## src/hw/rtl/oblt_pkg.sv

```systemverilog
package oblt_pkg;

	localparam int BAND_W    = 31;
	localparam int CAP_W     = 5;
	localparam int SLOT_O_W  = 4;
	localparam int COUNT_O_W = 5;

	localparam logic [CAP_W-1:0] CAP_RESET = 5'd16;

	typedef enum logic {
		CMD_ACCESS = 1'b0,
		CMD_FLUSH  = 1'b1
	} cmd_t;

	typedef struct packed {
		cmd_t              command;
		logic              write_access;
		logic [BAND_W-1:0] band_num;
	} item_t;

	// lowest field first on the wire, so it sits last here
	typedef struct packed {
		logic [COUNT_O_W-1:0] closed_count;
		logic [COUNT_O_W-1:0] open_count;
		logic [SLOT_O_W-1:0]  slot;
		logic [BAND_W-1:0]    evicted_band;
		logic                 evicted;
		logic                 reopened_for_write;
		logic                 hit;
	} result_t;

	typedef struct packed {
		logic hit;
		logic reopen;
		logic evict;
		logic insert;
	} lookup_flags_t;

endpackage

```

## src/hw/rtl/oblt_lookup.sv

```systemverilog
module oblt_lookup #(
	parameter int MAX_ENTRIES = 16,
	localparam int RANK_W = (MAX_ENTRIES > 1) ? $clog2(MAX_ENTRIES) : 1,
	localparam int CNT_W  = $clog2(MAX_ENTRIES + 1),
	localparam int IDX_W  = (MAX_ENTRIES > 1) ? $clog2(MAX_ENTRIES) : 1
) (
	input  oblt_pkg::item_t                                   item,
	input  logic [oblt_pkg::CAP_W-1:0]                        capacity,
	input  logic [MAX_ENTRIES-1:0]                            valid,
	input  logic [MAX_ENTRIES-1:0][oblt_pkg::BAND_W-1:0]      band,
	input  logic [MAX_ENTRIES-1:0]                            writable,
	input  logic [MAX_ENTRIES-1:0][RANK_W-1:0]                rank,
	input  logic [CNT_W-1:0]                                  count,
	output oblt_pkg::lookup_flags_t                           flags,
	output logic [MAX_ENTRIES-1:0]                            hit_oh,
	output logic [MAX_ENTRIES-1:0]                            free_oh,
	output logic [MAX_ENTRIES-1:0]                            valid_after,
	output logic [RANK_W-1:0]                                 hit_rank,
	output logic [IDX_W-1:0]                                  slot_idx,
	output logic [oblt_pkg::BAND_W-1:0]                       evicted_band,
	output logic [CNT_W-1:0]                                  open_after
);
	import oblt_pkg::*;

	localparam int CMP_W = (CNT_W > CAP_W) ? CNT_W : CAP_W;

	logic [MAX_ENTRIES-1:0] hit_vec;
	logic [MAX_ENTRIES-1:0] victim_vec;
	logic [MAX_ENTRIES-1:0] victim_oh;
	logic [MAX_ENTRIES-1:0] free_vec;
	logic [MAX_ENTRIES-1:0] pick_oh;
	logic [CMP_W-1:0]       cap_eff;
	logic                   full;
	logic                   hit_writable;

	always_comb begin
		cap_eff = CMP_W'(capacity);
		if (cap_eff == '0) begin
			cap_eff = CMP_W'(1);
		end else if (cap_eff > CMP_W'(MAX_ENTRIES)) begin
			cap_eff = CMP_W'(MAX_ENTRIES);
		end
		full = (CMP_W'(count) >= cap_eff);
	end

	// tag compare and victim search across all slots at once
	always_comb begin
		for (int i = 0; i < MAX_ENTRIES; i++) begin
			hit_vec[i]    = valid[i] && (band[i] == item.band_num);
			victim_vec[i] = valid[i] && ((CNT_W'(rank[i]) + CNT_W'(1)) == count);
		end
		hit_oh    = hit_vec & (~hit_vec + MAX_ENTRIES'(1));
		victim_oh = victim_vec & (~victim_vec + MAX_ENTRIES'(1));
	end

	always_comb begin
		flags.hit   = |hit_vec;
		flags.evict = !flags.hit && full && (|victim_vec);

		valid_after = valid & ~(flags.evict ? victim_oh : '0);
		free_vec    = ~valid_after;
		free_oh     = free_vec & (~free_vec + MAX_ENTRIES'(1));
		flags.insert = !flags.hit && (|free_vec);

		hit_rank     = '0;
		hit_writable = 1'b0;
		evicted_band = '0;
		for (int i = 0; i < MAX_ENTRIES; i++) begin
			if (hit_oh[i]) begin
				hit_rank     = hit_rank | rank[i];
				hit_writable = hit_writable | writable[i];
			end
			if (flags.evict && victim_oh[i]) begin
				evicted_band = evicted_band | band[i];
			end
		end
		flags.reopen = flags.hit && item.write_access && !hit_writable;

		pick_oh = flags.hit ? hit_oh : (flags.insert ? free_oh : '0);
		slot_idx = '0;
		for (int i = 0; i < MAX_ENTRIES; i++) begin
			if (pick_oh[i]) begin
				slot_idx = slot_idx | IDX_W'(i);
			end
		end

		open_after = count - CNT_W'(flags.evict) + CNT_W'(flags.insert);
	end

endmodule

```

## src/hw/rtl/oblt_table.sv

```systemverilog
module oblt_table #(
	parameter int MAX_ENTRIES = 16,
	localparam int RANK_W = (MAX_ENTRIES > 1) ? $clog2(MAX_ENTRIES) : 1,
	localparam int CNT_W  = $clog2(MAX_ENTRIES + 1)
) (
	input  logic                                          clk,
	input  logic                                          arst_n,
	input  logic                                          access_en,
	input  logic                                          flush_en,
	input  oblt_pkg::item_t                               item,
	input  oblt_pkg::lookup_flags_t                       flags,
	input  logic [MAX_ENTRIES-1:0]                        hit_oh,
	input  logic [MAX_ENTRIES-1:0]                        free_oh,
	input  logic [MAX_ENTRIES-1:0]                        valid_after,
	input  logic [RANK_W-1:0]                             hit_rank,
	input  logic [CNT_W-1:0]                              open_after,
	output logic [MAX_ENTRIES-1:0]                        valid_q,
	output logic [MAX_ENTRIES-1:0][oblt_pkg::BAND_W-1:0]  band_q,
	output logic [MAX_ENTRIES-1:0]                        writable_q,
	output logic [MAX_ENTRIES-1:0][RANK_W-1:0]            rank_q,
	output logic [CNT_W-1:0]                              count_q
);
	import oblt_pkg::*;

	always_ff @(posedge clk or negedge arst_n) begin
		if (!arst_n) begin
			valid_q <= '0;
			count_q <= '0;
		end else if (flush_en) begin
			valid_q <= '0;
			count_q <= '0;
		end else if (access_en) begin
			valid_q <= valid_after | (flags.insert ? free_oh : '0);
			count_q <= open_after;
		end
	end

	// entry payload: meaningful only while the slot is valid
	always_ff @(posedge clk) begin
		if (access_en) begin
			for (int i = 0; i < MAX_ENTRIES; i++) begin
				if (flags.hit) begin
					if (hit_oh[i]) begin
						rank_q[i] <= '0;
						if (item.write_access) begin
							writable_q[i] <= 1'b1;
						end
					end else if (valid_q[i] && (rank_q[i] < hit_rank)) begin
						rank_q[i] <= rank_q[i] + RANK_W'(1);
					end
				end else if (flags.insert) begin
					if (free_oh[i]) begin
						band_q[i]     <= item.band_num;
						writable_q[i] <= item.write_access;
						rank_q[i]     <= '0;
					end else if (valid_after[i]) begin
						rank_q[i] <= rank_q[i] + RANK_W'(1);
					end
				end
			end
		end
	end

endmodule

```

## src/hw/rtl/open_band_lru_table.sv

```systemverilog
// Channel   Dir  Transaction                 Payload
// s_axis    in   one access or flush         tdata: band, write_access; tuser: command
// m_axis    out  one result per input        tdata: hit .. closed_count (48 bits)
// cfg       in   capacity write, no wait     cfg_wr_data: capacity
//
// Takes one item per cycle while m_axis is not stalled; each accepted item passes through the input
// register and then the output register before its result is offered.
// The rate is set by the single pass through tag compare and rank update, which writes
// the table in the same cycle that loads the result register.
// Reset clears all valid bits and the open count and sets capacity to 16.
// A stalled result holds in the output register; the input register then fills and
// s_axis_tready drops until the result is taken.
module open_band_lru_table #(
	parameter int MAX_ENTRIES = 16
) (
	input  logic                          clk,
	input  logic                          arst_n,
	input  logic                          s_axis_tvalid,
	output logic                          s_axis_tready,
	input  logic [31:0]                   s_axis_tdata,  // band[30:0], write_access[31]
	input  logic                          s_axis_tuser,  // command
	output logic                          m_axis_tvalid,
	input  logic                          m_axis_tready,
	// hit[0], reopened_for_write[1], evicted[2], evicted_band[33:3], slot[37:34],
	// open_count[42:38], closed_count[47:43]
	output logic [47:0]                   m_axis_tdata,
	input  logic                          cfg_wr_en,
	input  logic [oblt_pkg::CAP_W-1:0]    cfg_wr_data
);
	import oblt_pkg::*;

	localparam int RANK_W = (MAX_ENTRIES > 1) ? $clog2(MAX_ENTRIES) : 1;
	localparam int CNT_W  = $clog2(MAX_ENTRIES + 1);
	localparam int IDX_W  = (MAX_ENTRIES > 1) ? $clog2(MAX_ENTRIES) : 1;

	logic [CAP_W-1:0] capacity_q;
	item_t            item_s1;
	logic             valid_s1;
	result_t          result_s2;
	logic             valid_s2;
	logic             advance;
	logic             fire;
	result_t          result_d;

	logic [MAX_ENTRIES-1:0]              valid_q;
	logic [MAX_ENTRIES-1:0][BAND_W-1:0]  band_q;
	logic [MAX_ENTRIES-1:0]              writable_q;
	logic [MAX_ENTRIES-1:0][RANK_W-1:0]  rank_q;
	logic [CNT_W-1:0]                    count_q;

	lookup_flags_t          flags;
	logic [MAX_ENTRIES-1:0] hit_oh;
	logic [MAX_ENTRIES-1:0] free_oh;
	logic [MAX_ENTRIES-1:0] valid_after;
	logic [RANK_W-1:0]      hit_rank;
	logic [IDX_W-1:0]       slot_idx;
	logic [BAND_W-1:0]      evicted_band;
	logic [CNT_W-1:0]       open_after;

	assign advance       = !valid_s2 || m_axis_tready;
	assign fire          = valid_s1 && advance;
	assign s_axis_tready = !valid_s1 || advance;
	assign m_axis_tvalid = valid_s2;
	assign m_axis_tdata  = result_s2;

	always_ff @(posedge clk or negedge arst_n) begin
		if (!arst_n) begin
			capacity_q <= CAP_RESET;
		end else if (cfg_wr_en) begin
			capacity_q <= cfg_wr_data;
		end
	end

	always_ff @(posedge clk or negedge arst_n) begin
		if (!arst_n) begin
			valid_s1 <= 1'b0;
			valid_s2 <= 1'b0;
		end else begin
			if (s_axis_tvalid && s_axis_tready) begin
				valid_s1 <= 1'b1;
			end else if (fire) begin
				valid_s1 <= 1'b0;
			end
			if (advance) begin
				valid_s2 <= valid_s1;
			end
		end
	end

	always_ff @(posedge clk) begin
		if (s_axis_tvalid && s_axis_tready) begin
			item_s1.command      <= cmd_t'(s_axis_tuser);
			item_s1.write_access <= s_axis_tdata[31];
			item_s1.band_num     <= s_axis_tdata[BAND_W-1:0];
		end
		if (fire) begin
			result_s2 <= result_d;
		end
	end

	oblt_lookup #(.MAX_ENTRIES(MAX_ENTRIES)) u_lookup (
		.item         (item_s1),
		.capacity     (capacity_q),
		.valid        (valid_q),
		.band         (band_q),
		.writable     (writable_q),
		.rank         (rank_q),
		.count        (count_q),
		.flags        (flags),
		.hit_oh       (hit_oh),
		.free_oh      (free_oh),
		.valid_after  (valid_after),
		.hit_rank     (hit_rank),
		.slot_idx     (slot_idx),
		.evicted_band (evicted_band),
		.open_after   (open_after)
	);

	oblt_table #(.MAX_ENTRIES(MAX_ENTRIES)) u_table (
		.clk         (clk),
		.arst_n      (arst_n),
		.access_en   (fire && (item_s1.command == CMD_ACCESS)),
		.flush_en    (fire && (item_s1.command == CMD_FLUSH)),
		.item        (item_s1),
		.flags       (flags),
		.hit_oh      (hit_oh),
		.free_oh     (free_oh),
		.valid_after (valid_after),
		.hit_rank    (hit_rank),
		.open_after  (open_after),
		.valid_q     (valid_q),
		.band_q      (band_q),
		.writable_q  (writable_q),
		.rank_q      (rank_q),
		.count_q     (count_q)
	);

	always_comb begin
		result_d = '0;
		unique case (item_s1.command)
			CMD_FLUSH: begin
				result_d.closed_count = COUNT_O_W'(count_q);
			end
			CMD_ACCESS: begin
				result_d.hit                = flags.hit;
				result_d.reopened_for_write = flags.reopen;
				result_d.evicted            = flags.evict;
				result_d.evicted_band       = evicted_band;
				result_d.slot               = SLOT_O_W'(slot_idx);
				result_d.open_count         = COUNT_O_W'(open_after);
			end
			default: begin
				result_d = '0;
			end
		endcase
	end

endmodule

```

## config.mk

```make
export PLATFORM = sky130hd
export DESIGN_NAME = open_band_lru_table
export DESIGN_NICKNAME = d
export VERILOG_FILES = /design/src/hw/rtl/oblt_pkg.sv /design/src/hw/rtl/oblt_lookup.sv /design/src/hw/rtl/oblt_table.sv /design/src/hw/rtl/open_band_lru_table.sv
export SDC_FILE = /design/constraint.sdc
export NUM_CORES = 1
export LEC_CHECK = 0
export ABC_CLOCK_PERIOD_IN_PS = 6400
export BUFFER_PORTS_ARGS = -buffer_cell sky130_fd_sc_hd__buf_2
export CORE_UTILIZATION = 51
export DETAILED_ROUTE_END_ITERATION = 8
export GPL_TIMING_DRIVEN = 0
export HOLD_SLACK_MARGIN = 0.12
export PLACE_DENSITY = 0.65
export REMOVE_ABC_BUFFERS = 1
export SLEW_MARGIN = 20
export SYNTH_ARGS = -nofsm -noshare
export SYNTH_HDL_FRONTEND = slang
export SYNTH_SLANG_ARGS = --single-unit
export TNS_END_PERCENT = 5
```

## constraint.sdc

```tcl
create_clock -name clk -period 6.4 [get_ports clk]
set_input_delay 0.96 -clock clk [delete_from_list [all_inputs] [get_ports clk]]
set_output_delay 0.96 -clock clk [all_outputs]
set_load 0.005 [all_outputs]
```

==> reports/results.tsv <==
metric	value	unit
drt-wirelength-per-cell	35.3	um
cp-end-kind	flip-flop	
yosys_most_used_dff	edfxtp_1	
slew_viol_final	0	
grt_pass1_wl	207000	um
cp.arrival	6.68	ns
io_buffers	92	
path_max_fanout	15	
max_stage_delay	0.85	ns
drtAntennaViolNets	0	
fp.dieH	273	um
pwr_density_cell	263	nW/um2
initial_core_util	51.5	%
critPathBufInv	5	
drc	0	
cts_htree_levels	3	
die_w	273	um
finalCriticalPeriod	6.35	ns
grt_usage	39.5	%
clock_skew	0.0354	ns
clock_sinks	685	
grt_overflow	0	
first_pass_iters	7	
setup_viol	0	
worst_slew_pin_slew	1.23	ns
hpwlAfterDp	115000	um
status	completed	
synthCells	3018	
critical_path_required	6.73	ns
finalNetCount	3310	
cts_root_buffer	clkbuf_16	
fillCellCount	5852	
area_growth_syn_to_layout	15.7	%
drtIter0Drc	3604	
setup_ws	0.0500	ns
netlist_area	37600	um2
slew_headroom	17.8	%
leakagePower	13.9	nW
numCtsBuffers	77	
tritoncts	built	
cap_viol_max_count	0	
io_pins	93	
grt_start_max_net_pins	39	
final-hold-violation-count	0	
place_ws	-1.00	ns
synth_edf_count	657	
wirelength	149000	um
hold_path.class	in2async	
antenna_found_initial	5	
yosysSeqAreaShare	54.4	%
cts.clk_slew.worst_paths	0.07	ns
rows	99	
fin_crit_sh	99.2	%
ys_seq_elements	685	
die_area	74700	um2
critPathSlowestCell	a2111oi_4	
drt-vias-per-instance	6.85	
criticalPathCategory	reg2reg	
cp_top_family	compound AO/OA/AOI/OAI gates	
vdd_drop_max	0.667	mV
clock_latency	0.64	ns
gp_congestion	1.03	
drive_gt1_share	15.2	%
clock.fmax	157	MHz
grt_pass1_vias	27802	
crit_path_start_kind	flip-flop	
cts.path.max_buffers	3	
core	73000	um2
fin_tns_setup	0	ns
synthArstFlopShare	4.09	%
synth_cell_types	104	
vias	28860	
path_cells	buf_8 > buf_8 > inv_1 > o22ai_1 > a2111oi_0 > and4_1 > or4b_1 > nor2_2 > nand2_2 > o211a_1 > a21o_1 > a2111oi_4 > buf_4 > buf_4	
yosys_warnings	0	
cts_hold_buf	0	
rsz0062_at_grt	false	
synth_area_per_cell	12.4	um2
## metrics by stage
stage	std cells	utilization (%)	power, W	hold WS (ns)	area (um2)
final	4215	59.5	0.0114	0.456	43400
after global routing	4214	59.5	0.0117	0.492	43400
after CTS	4192	59.2	0.0114	0.458	43200
after detailed placement	4037	55.6	0.00704	0.489	40600
after global placement	3907	52.3	0.00682	0.474	38100
after floorplan	2856	-	0.00621	0.457	36500
## placed cells by master (no fill, tap or decap), drive strengths merged, types with 74 or more instances in the layout
cell and count:
nor2 136, ha 74, xor2 123, edfxtp 657, buf 257, nand2 115, nor4 81, nand4 211
xnor2 465, a22oi 117, clkbuf 94
## cell usage after synthesis, drive strengths merged, types with 47 or more instances
master  instances  area (um2)
inv            59         221
o21ai          62         310
nor2          136         515
clkbuf         47         176
nand4         211        1330
xnor2         465        4070
edfxtp        657       19700
a22oi         117         878
a21oi          60         308
nor4           81         568
nand3          56         285
xor2          123        1080
buf           115         903
nand2         115         437
ha             74         926
## sequential cells by signal, summed over array words and instances (netlist names)
| signal | count |
|---|---|
| u_table.count_q | 5 |
| u_table.valid_q | 16 |
| u_table.writable_q | 16 |
| item_s1 | 33 |
| valid_s1 | 1 |
| m_axis_tdata | 48 |
| u_table.band_q | 496 |
| m_axis_tvalid | 1 |
| capacity_q | 5 |
| u_table.rank_q | 64 |
## cell type report
type	count	area [um2]	share of cell area, %
sequential	685	20400	47.0
antenna	1	2.50	0.00576
clock buffer	94	2020	4.65
multi-input combinational	2112	16100	37.2
inverter	59	224	0.516
tap	959	1200	2.76
timing repair buffer	257	2980	6.85
clock inverter	48	432	0.994
## worst register-to-register path, stage by stage, from the launching register on
cell	delay [ns]
edfxtp_1	0.68
buf_8	0.27
buf_8	0.23
inv_1	0.19
o22ai_1	0.20
a2111oi_0	0.14
and4_1	0.42
or4b_1	0.73
nor2_2	0.36
nand2_2	0.31
o211a_1	0.51
a21o_1	0.57
a2111oi_4	0.87
buf_4	0.35
buf_4	0.23
## timing repair
action,CTS,global route
gates resized for setup,10,7
pin swaps,3,3
endpoints found under the setup margin,74,58
buffers inserted,13,22
## kinds of logic after synthesis
logic type / count (synthesis) / synth area share (%)
multiplexers: 5 / 0.147
AND/OR/NAND/NOR: 856 / 13.3
flip-flops: 685 / 54.4
AO/OA/AOI/OAI: 584 / 12.3
adder cells (fa/ha/maj): 75 / 2.52
XOR/XNOR: 592 / 14.0
buffers and inverters: 221 / 3.46
## where the power goes
group	leakage [nW]	switching, W	internal [W]
registers	6.29	0.000173	0.00506
logic	6.40	0.00112	0.000655
clock network	1.19	0.00194	0.00248
total	13.9	0.00324	0.00819
## metal layers
layer  part of all wire, %  global-route usage [%]
met4                   7.6                    26.6
met5                 0.018                       0
met1                    37                    50.0
met2                    46                    62.1
met3                   9.1                    6.87
## path summary, 6_finish.rpt
kind	from	to	slack, ns	depth (start not counted)
worst max-delay path	item_s1[15]$_DFFE_PP_	u_table.band_q[72]$_DFFE_PP_	0.05	14
worst min-delay path	arst_n	u_table.valid_q[12]$_DFFE_PN0P_	0.46	1
worst max register to register	item_s1[15]$_DFFE_PP_	u_table.band_q[72]$_DFFE_PP_	0.05	14
worst min register to register	valid_s1$_DFFE_PN0P_	m_axis_tvalid$_DFFE_PN0P_	0.50	1
max in group asynchronous	arst_n	u_table.count_q[1]$_DFFE_PN0P_	5.31	1
min in group clk	s_axis_tdata[18]	item_s1[18]$_DFFE_PP_	0.50	1
Power figures use the tool's default switching activity.
